## config.mk

```make
export PLATFORM = sky130hd
export DESIGN_NAME = clip_rect_stack
export DESIGN_NICKNAME = d
export VERILOG_FILES = /design/src/crs_pkg.sv /design/src/clip_rect_stack.sv /design/src/crs_isect.sv
export SDC_FILE = /design/constraint.sdc
export NUM_CORES = 2
export LEC_CHECK = 0
export ABC_AREA = 1
export BUFFER_PORTS_ARGS = -buffer_cell sky130_fd_sc_hd__buf_2
export CAP_MARGIN = 20
export CORE_ASPECT_RATIO = 0.8
export CORE_UTILIZATION = 45
export DETAILED_ROUTE_END_ITERATION = 7
export GPL_TIMING_DRIVEN = 1
export PLACE_DENSITY = 0.56
export SLEW_MARGIN = 5
export SYNTH_ARGS = -nofsm -noshare
export SYNTH_HDL_FRONTEND = slang
export SYNTH_HIERARCHICAL = 1
export SYNTH_SLANG_ARGS = --single-unit
```

## constraint.sdc

```tcl
create_clock -name clk -period 11.9 [get_ports clk]
set_input_delay 0.595 -clock clk [delete_from_list [all_inputs] [get_ports clk]]
set_output_delay 0.595 -clock clk [all_outputs]
set_load 0.05 [all_outputs]
```

## src/crs_pkg.sv

```systemverilog
`timescale 1ns / 1ps

package crs_pkg;

	// Number of rectangles the stack can hold.
	localparam int StackDepth = 32;
	// Level counter must hold StackDepth itself.
	localparam int LevelW = $clog2(StackDepth + 1);
	// Address into the rectangle store.
	localparam int AddrW = (StackDepth > 1) ? $clog2(StackDepth) : 1;
	// Width of the stack level field in the result word.
	localparam int StackLevelW = 6;

	// Command codes carried on the input tuser bit.
	localparam logic MODE_PUSH = 1'b0;
	localparam logic MODE_POP  = 1'b1;

	// One stored rectangle, 62 bits.
	typedef struct packed {
		logic [14:0] h;
		logic [14:0] w;
		logic [15:0] y;
		logic [15:0] x;
	} rect_t;

	typedef enum logic [1:0] {
		ST_IDLE,
		ST_CALC,
		ST_DONE
	} state_t;

endpackage

```

## src/clip_rect_stack.sv

```systemverilog
`timescale 1ns / 1ps

// Nested scissor-rectangle stack.
// The slave channel takes one command word at a time: tuser selects a push
// or a pop, and on a push tdata carries the rectangle. A push on an empty
// stack stores the rectangle as given; otherwise the rectangle is clipped
// against the current top entry, an empty overlap being stored as all zero.
// The master channel returns exactly one word per command, describing the
// active clip after it, whether clipping is on, the stack level and whether
// the command was ignored (push on a full stack, pop on an empty one).
// Each command runs in steps: the accepting edge issues the read of the
// relevant stack entry from the rectangle store, the clip edges are then
// registered, and the last step writes the store and loads the result
// register. A new command is accepted only once the previous one is done.
// The result sits in an output register, so a stalled receiver does not stop
// the next command being accepted; only if the earlier word is still
// waiting when the next result is ready does the block hold in its last step.
// Reset clears the level and the handshake state; the store needs no clear,
// as only entries below the level are ever used.
module clip_rect_stack
	import crs_pkg::*;
(
	input  logic        clk,
	input  logic        arst_n,
	input  logic        s_tvalid,
	output logic        s_tready,
	// tdata: rect_x [15:0], rect_y [31:16], rect_w [46:32], rect_h [61:47]
	input  logic [63:0] s_tdata,
	// tuser: mode [0]
	input  logic        s_tuser,
	output logic        m_tvalid,
	input  logic        m_tready,
	// tdata: clip_x [15:0], clip_y [31:16], clip_w [46:32], clip_h [61:47],
	// stack_level [67:62]
	output logic [71:0] m_tdata,
	// tuser: clip_on [0], ignored [1]
	output logic [1:0]  m_tuser
);

	state_t state_q;
	state_t state_d;

	logic [LevelW-1:0] level_q;
	logic [LevelW-1:0] level_d;

	logic  mode_q;
	rect_t cmd_rect_q;

	// Rectangle store: one write port, one registered read port.
	rect_t             store_mem [StackDepth];
	rect_t             rd_data_s1;
	logic              rd_en;
	logic [AddrW-1:0]  rd_addr;
	logic              wr_en;
	logic [AddrW-1:0]  wr_addr;
	rect_t             wr_data;

	rect_t isect_rect;
	logic  isect_en;

	logic        out_free;
	logic        out_load;
	rect_t       res_rect;
	logic        res_on;
	logic        res_ignored;
	logic        m_tvalid_q;
	logic [71:0] m_tdata_q;
	logic [1:0]  m_tuser_q;

	logic s_fire;
	logic is_full;
	logic is_empty;

	assign s_tready = (state_q == ST_IDLE);
	assign s_fire   = s_tvalid && s_tready;
	assign is_full  = (level_q == LevelW'(StackDepth));
	assign is_empty = (level_q == '0);
	assign out_free = !m_tvalid_q || m_tready;

	// A push reads the current top for clipping; a pop reads the entry that
	// becomes the new top. The write of a command happens in its last step,
	// well before the next read, so accesses never overlap.
	assign rd_en   = s_fire;
	assign rd_addr = (s_tuser == MODE_POP) ? AddrW'(level_q - LevelW'(2))
	                                       : AddrW'(level_q - LevelW'(1));
	assign wr_addr = AddrW'(level_q);

	always_ff @(posedge clk) begin
		if (rd_en) begin
			rd_data_s1 <= store_mem[rd_addr];
		end
	end

	always_ff @(posedge clk) begin
		if (wr_en) begin
			store_mem[wr_addr] <= wr_data;
		end
	end

	always_ff @(posedge clk) begin
		if (s_fire) begin
			mode_q     <= s_tuser;
			cmd_rect_q <= s_tdata[61:0];
		end
	end

	assign isect_en = (state_q == ST_CALC);

	crs_isect u_isect (
		.clk (clk),
		.en  (isect_en),
		.a   (cmd_rect_q),
		.b   (rd_data_s1),
		.res (isect_rect)
	);

	always_comb begin
		state_d     = state_q;
		level_d     = level_q;
		wr_en       = 1'b0;
		wr_data     = cmd_rect_q;
		out_load    = 1'b0;
		res_rect    = '0;
		res_on      = 1'b0;
		res_ignored = 1'b0;
		case (state_q)
			ST_IDLE: begin
				if (s_fire) begin
					state_d = ST_CALC;
				end
			end
			ST_CALC: begin
				state_d = ST_DONE;
			end
			ST_DONE: begin
				if (out_free) begin
					out_load = 1'b1;
					state_d  = ST_IDLE;
					if (mode_q == MODE_PUSH) begin
						if (is_full) begin
							res_ignored = 1'b1;
							res_on      = 1'b1;
							res_rect    = rd_data_s1;
						end else begin
							wr_en    = 1'b1;
							wr_data  = is_empty ? cmd_rect_q : isect_rect;
							level_d  = level_q + LevelW'(1);
							res_on   = 1'b1;
							res_rect = wr_data;
						end
					end else begin
						if (is_empty) begin
							res_ignored = 1'b1;
						end else begin
							level_d = level_q - LevelW'(1);
							if (level_q != LevelW'(1)) begin
								res_on   = 1'b1;
								res_rect = rd_data_s1;
							end
						end
					end
				end
			end
			default: begin
				state_d = ST_IDLE;
			end
		endcase
	end

	always_ff @(posedge clk or negedge arst_n) begin
		if (!arst_n) begin
			state_q <= ST_IDLE;
			level_q <= '0;
		end else begin
			state_q <= state_d;
			level_q <= level_d;
		end
	end

	// Output register.
	always_ff @(posedge clk or negedge arst_n) begin
		if (!arst_n) begin
			m_tvalid_q <= 1'b0;
		end else if (out_load) begin
			m_tvalid_q <= 1'b1;
		end else if (m_tready) begin
			m_tvalid_q <= 1'b0;
		end
	end

	always_ff @(posedge clk) begin
		if (out_load) begin
			m_tdata_q <= {4'b0000, StackLevelW'(level_d), res_rect};
			m_tuser_q <= {res_ignored, res_on};
		end
	end

	assign m_tvalid = m_tvalid_q;
	assign m_tdata  = m_tdata_q;
	assign m_tuser  = m_tuser_q;

	// The level can never pass the stack depth.
	a_level_bound: assert property (@(posedge clk) disable iff (!arst_n)
		level_q <= LevelW'(StackDepth))
		else $error("stack level beyond depth");

	// The store is only written below the depth, on a push.
	a_write_room: assert property (@(posedge clk) disable iff (!arst_n)
		wr_en |-> (!is_full && (mode_q == MODE_PUSH)))
		else $error("store written on full stack or pop");

	// The level moves only in the last step of a command.
	a_level_step: assert property (@(posedge clk) disable iff (!arst_n)
		(state_q != ST_DONE) |=> $stable(level_q))
		else $error("level changed outside the update step");

	// With clipping off the reported rectangle is all zero.
	a_off_zero: assert property (@(posedge clk) disable iff (!arst_n)
		(m_tvalid_q && !m_tuser_q[0]) |-> (m_tdata_q[61:0] == '0))
		else $error("clip rectangle not zero while clipping is off");

endmodule

```

## src/crs_isect.sv

```systemverilog
`timescale 1ns / 1ps

// Intersects a pushed rectangle with the current top of the stack. The edges
// are registered when en is high; the final rectangle is formed from them.
module crs_isect
	import crs_pkg::*;
(
	input  logic  clk,
	input  logic  en,
	input  rect_t a,
	input  rect_t b,
	output rect_t res
);

	logic signed [15:0] left_s1;
	logic signed [15:0] top_s1;
	logic signed [17:0] right_s1;
	logic signed [17:0] bottom_s1;

	logic signed [17:0] a_right;
	logic signed [17:0] b_right;
	logic signed [17:0] a_bottom;
	logic signed [17:0] b_bottom;
	logic signed [17:0] left_ext;
	logic signed [17:0] top_ext;
	logic signed [17:0] width_full;
	logic signed [17:0] height_full;

	always_comb begin
		a_right  = $signed({{2{a.x[15]}}, a.x}) + $signed({3'b000, a.w});
		b_right  = $signed({{2{b.x[15]}}, b.x}) + $signed({3'b000, b.w});
		a_bottom = $signed({{2{a.y[15]}}, a.y}) + $signed({3'b000, a.h});
		b_bottom = $signed({{2{b.y[15]}}, b.y}) + $signed({3'b000, b.h});
	end

	always_ff @(posedge clk) begin
		if (en) begin
			left_s1   <= ($signed(a.x) > $signed(b.x)) ? $signed(a.x) : $signed(b.x);
			top_s1    <= ($signed(a.y) > $signed(b.y)) ? $signed(a.y) : $signed(b.y);
			right_s1  <= (a_right < b_right) ? a_right : b_right;
			bottom_s1 <= (a_bottom < b_bottom) ? a_bottom : b_bottom;
		end
	end

	always_comb begin
		left_ext    = $signed({{2{left_s1[15]}}, left_s1});
		top_ext     = $signed({{2{top_s1[15]}}, top_s1});
		width_full  = right_s1 - left_ext;
		height_full = bottom_s1 - top_ext;
		if ((left_ext >= right_s1) || (top_ext >= bottom_s1)) begin
			res = '0;
		end else begin
			res.x = left_s1;
			res.y = top_s1;
			res.w = width_full[14:0];
			res.h = height_full[14:0];
		end
	end

endmodule

```

==> results.cfg <==
[drt]
wl_per_cell_um = 23.6
viasPerCell = 5.36
met1_length_um = 149000
drt-initial-drc-count = 8393
antenna_left = 0
wl_met3_um = 26400
dr.pass1.iters = 7
routed_wl_um = 337000
remaining_drc_errors = 0
highest_layer = met5
met2WireLength_um = 150000
vias = 76500

[global_route]
gr-total-overflow = 0
grt_pass1_vias = 70400
grt_usage_pct = 27.6
grt_max_degree = 202
antenna_found_initial = 10
grt_pass1_wl_um = 486000

[layout]
finalInstanceArea_um2 = 119000
fillCellCount = 21200
syn2layout_area_growth_pct = 11.6
multi_input_area_um2 = 28800
nets = 11200
drive_gt1_share_pct = 7.46
seqCellArea_um2 = 67600

[power_and_ir_drop]
ir_drop_mv = 0.259
powerDensity_nw_per_um2 = 257
leakage_nw = 51.5
p_switching_mw = 13.3
p_int_mw = 17.3
seqPwrFrac_pct = 33.5
total_power_mw = 30.6
combPwrFrac_pct = 43.3
clock_power_share_pct = 23.2
p_sw_share_pct = 43.4

[floorplan]
core_um2 = 236000
dieArea_um2 = 240000
rows = 159
initial_core_util_pct = 45.4
die_h_um = 438
ioPinCount = 145
fp.dieW_um = 547

[setup_path]
worstPathRequired_ns = 12.49
end_kind = flip-flop
cpPeakStageDelay_ns = 0.74
arrival_ns = 6.21
worstPathBufferInverterCount = 2
worstPathMaxFanout = 17
crit_top_cell = nand2_1
cpMaxStageDelayCell = o21ai_0
path_class = flip-flop to flip-flop
cp_cell_sequence = ha_1, a21oi_1, nand2_1, nand2_1, nand2_1, xor2_1, inv_1, ha_1, nand2_1, o21ai_0, nand2_1, nand2_1, nand2_1, nand3_2, buf_4, nand2_2, nand2_1, nand2_1
crit_path_start_kind = flip-flop
crit_family = simple AND/OR/NAND/NOR gates

[cts]
post_cts_buffers = 0
cts_root_buffer = clkbuf_16
clk_pin_slew_ns = 0.06
clock_path_buffers = 4
tritoncts = built
cts_resized = 0
clk_latency_ns = 0.92
htree_levels = 4
hold_buffers = 65
cts.sinks = 2254
cts_buffers = 230

[sta]
fin_tns_setup_ns = 0
max_freq_mhz = 178
timing.hold.ws_ns = 0.0852
setup_slack_ns = 6.28
fin_crit_ns = 5.62
skew_ns = 0.0677
slew_viol_final = 0
worst_slew_pin_slew_ns = 1.30
setup_viol = 0
timing.slew.headroom_pct = 13.3
rsz0062_at_grt = no
period_share_pct = 47.2
finalHoldViolCount = 0

[yosys]
yosysSeqAreaShare_pct = 63.2
synth_warnings = 6
synth_flop_cell = edfxtp_1
synth_area_um2 = 107000
postSynthAreaPerCell_um2 = 9.85
yosys.area.top_type_share_pct = 63.0
synth_cell_types = 46
synth_area_leaders = edfxtp_1 63%, nand3_1 11%, nand2_1 8.6%, inv_1 8.2%, ha_1 2.3%
synthArstFlopShare_pct = 0.399
syn_inst = 10900
synth_edf_count = 2245
yosysTopAreaCell = edfxtp_1
ys_ff_latch = 2254

[placement]
placed_area_um2 = 111000
hpwl_um = 187000
dp_slack_ns = 6.70
gp_congestion = 0.934
port_buffers = 138

[job]
max_cap_violations = 0

[min_path]
hp-class = input port to asynchronous set/reset pin

[outcome]
status = complete, no violations
## power groups by stage
stage,Combinational [mW],Sequential (mW),Clock [mW]
after floorplan,8.40,10.4,0
after global placement,13.0,10.4,0
after detailed placement,13.1,10.4,0
after CTS,13.2,10.2,7.23
after global routing,14.4,10.3,7.50
final,13.3,10.3,7.11
## metal layers
| layer | global-route usage, % | up-vias |
|---|---|---|
| li1 | - | 35600 |
| met1 | 40.3 | 37300 |
| met2 | 42.7 | 3095 |
| met3 | 3.88 | 484 |
| met4 | 8.66 | 4 |
| met5 | 0 | - |
## kinds of logic (layout without fill, tap and decap cells)
| kind of cell | Yosys count | in the layout | synth area share, % |
|---|---|---|---|
| AOI/OAI and AO/OA | 403 | 403 | 2.25 |
| xor gates and xnor gates | 56 | 56 | 0.458 |
| adders and majority gates | 200 | 200 | 2.38 |
| buffers and inverters | 2874 | 3132 | 10.6 |
| DFF | 2254 | 2254 | 63.2 |
| other | 1 | 10 | 0.00351 |
| and+or+nand+nor | 5071 | 5071 | 21.1 |
## cells in the mapped netlist (3+ instances only)
| cell | count |
|---|---|
| nor2_2 | 60 |
| o21bai_1 | 8 |
| o211ai_1 | 59 |
| o31ai_1 | 62 |
| and2_1 | 3 |
| inv_1 | 2330 |
| a31oi_1 | 4 |
| nand2_1 | 2450 |
| edfxtp_1 | 2245 |
| a21o_1 | 9 |
| buf_1 | 30 |
| inv_2 | 8 |
| dfrtp_1 | 9 |
| clkbuf_1 | 141 |
| nor3_1 | 11 |
| xor2_1 | 34 |
| o21ai_1 | 4 |
| nand3_1 | 2248 |
| o21a_1 | 5 |
| nor2_1 | 154 |
| buf_6 | 9 |
| nand3b_1 | 67 |
| nand3_2 | 6 |
| nand4_1 | 49 |
| nand2_2 | 10 |
| buf_2 | 342 |
| o21ai_0 | 130 |
| xnor2_1 | 22 |
| buf_4 | 13 |
| a21oi_1 | 118 |
| ha_1 | 194 |
| fa_1 | 6 |
## stage by stage
step                      instances  utilization [%]
final                         14300             50.7
after global routing          14300             50.7
after CTS                     14300             50.6
after detailed placement      13800             47.3
after global placement        13800             47.2
after floorplan               10900                -
## final timing paths
path	startpoint	end	slack, ns	cells past startpoint
max in group asynchronous	arst_n	level_q[0]$_DFF_PN0_	11.62	2
min in group clk	s_tuser	mode_q$_DFFE_PP_	0.15	1
worst max-delay path	rd_data_s1[18]$_DFFE_PP_	u_isect/bottom_s1[6]$_DFFE_PP_	6.28	18
worst min-delay path	arst_n	state_q[0]$_DFFE_PN0P_	0.09	2
worst min register to register	state_q[0]$_DFFE_PN0P_	state_q[0]$_DFFE_PN0P_	0.55	1
worst max register to register	rd_data_s1[18]$_DFFE_PP_	u_isect/bottom_s1[6]$_DFFE_PP_	6.28	18
## state kept, by name, indices dropped and copies added, names as in the netlist
signal	count
store_mem	1984
u_isect/bottom_s1	17
level_q	6
u_isect/left_s1	16
m_tvalid	1
cmd_rect_q	62
m_tdata	68
u_isect/top_s1	16
m_tuser	2
u_isect/right_s1	17
rd_data_s1	62
mode_q	1
state_q	2
## area by class of cell
cell class,instances,area share (%)
multi-input cells,5734,24.1
diodes,6,0.0126
clock inverters,129,1.02
flip-flops and latches,2254,56.7
clock buffers,279,4.99
repair buffers,385,2.56
well taps,3139,3.29
inverters,2339,7.37
## placed cells by master (no fill, tap or decap), drive strengths merged, types with 99 or more instances in the layout
cell type,instances
clkbuf,280
o21ai,134
edfxtp,2245
ha,194
buf,319
nand2,2461
nor2,216
nand3,2256
clkinv,99
a21oi,119
inv,2345
Note: power is estimated with default switching activity, not from simulation.
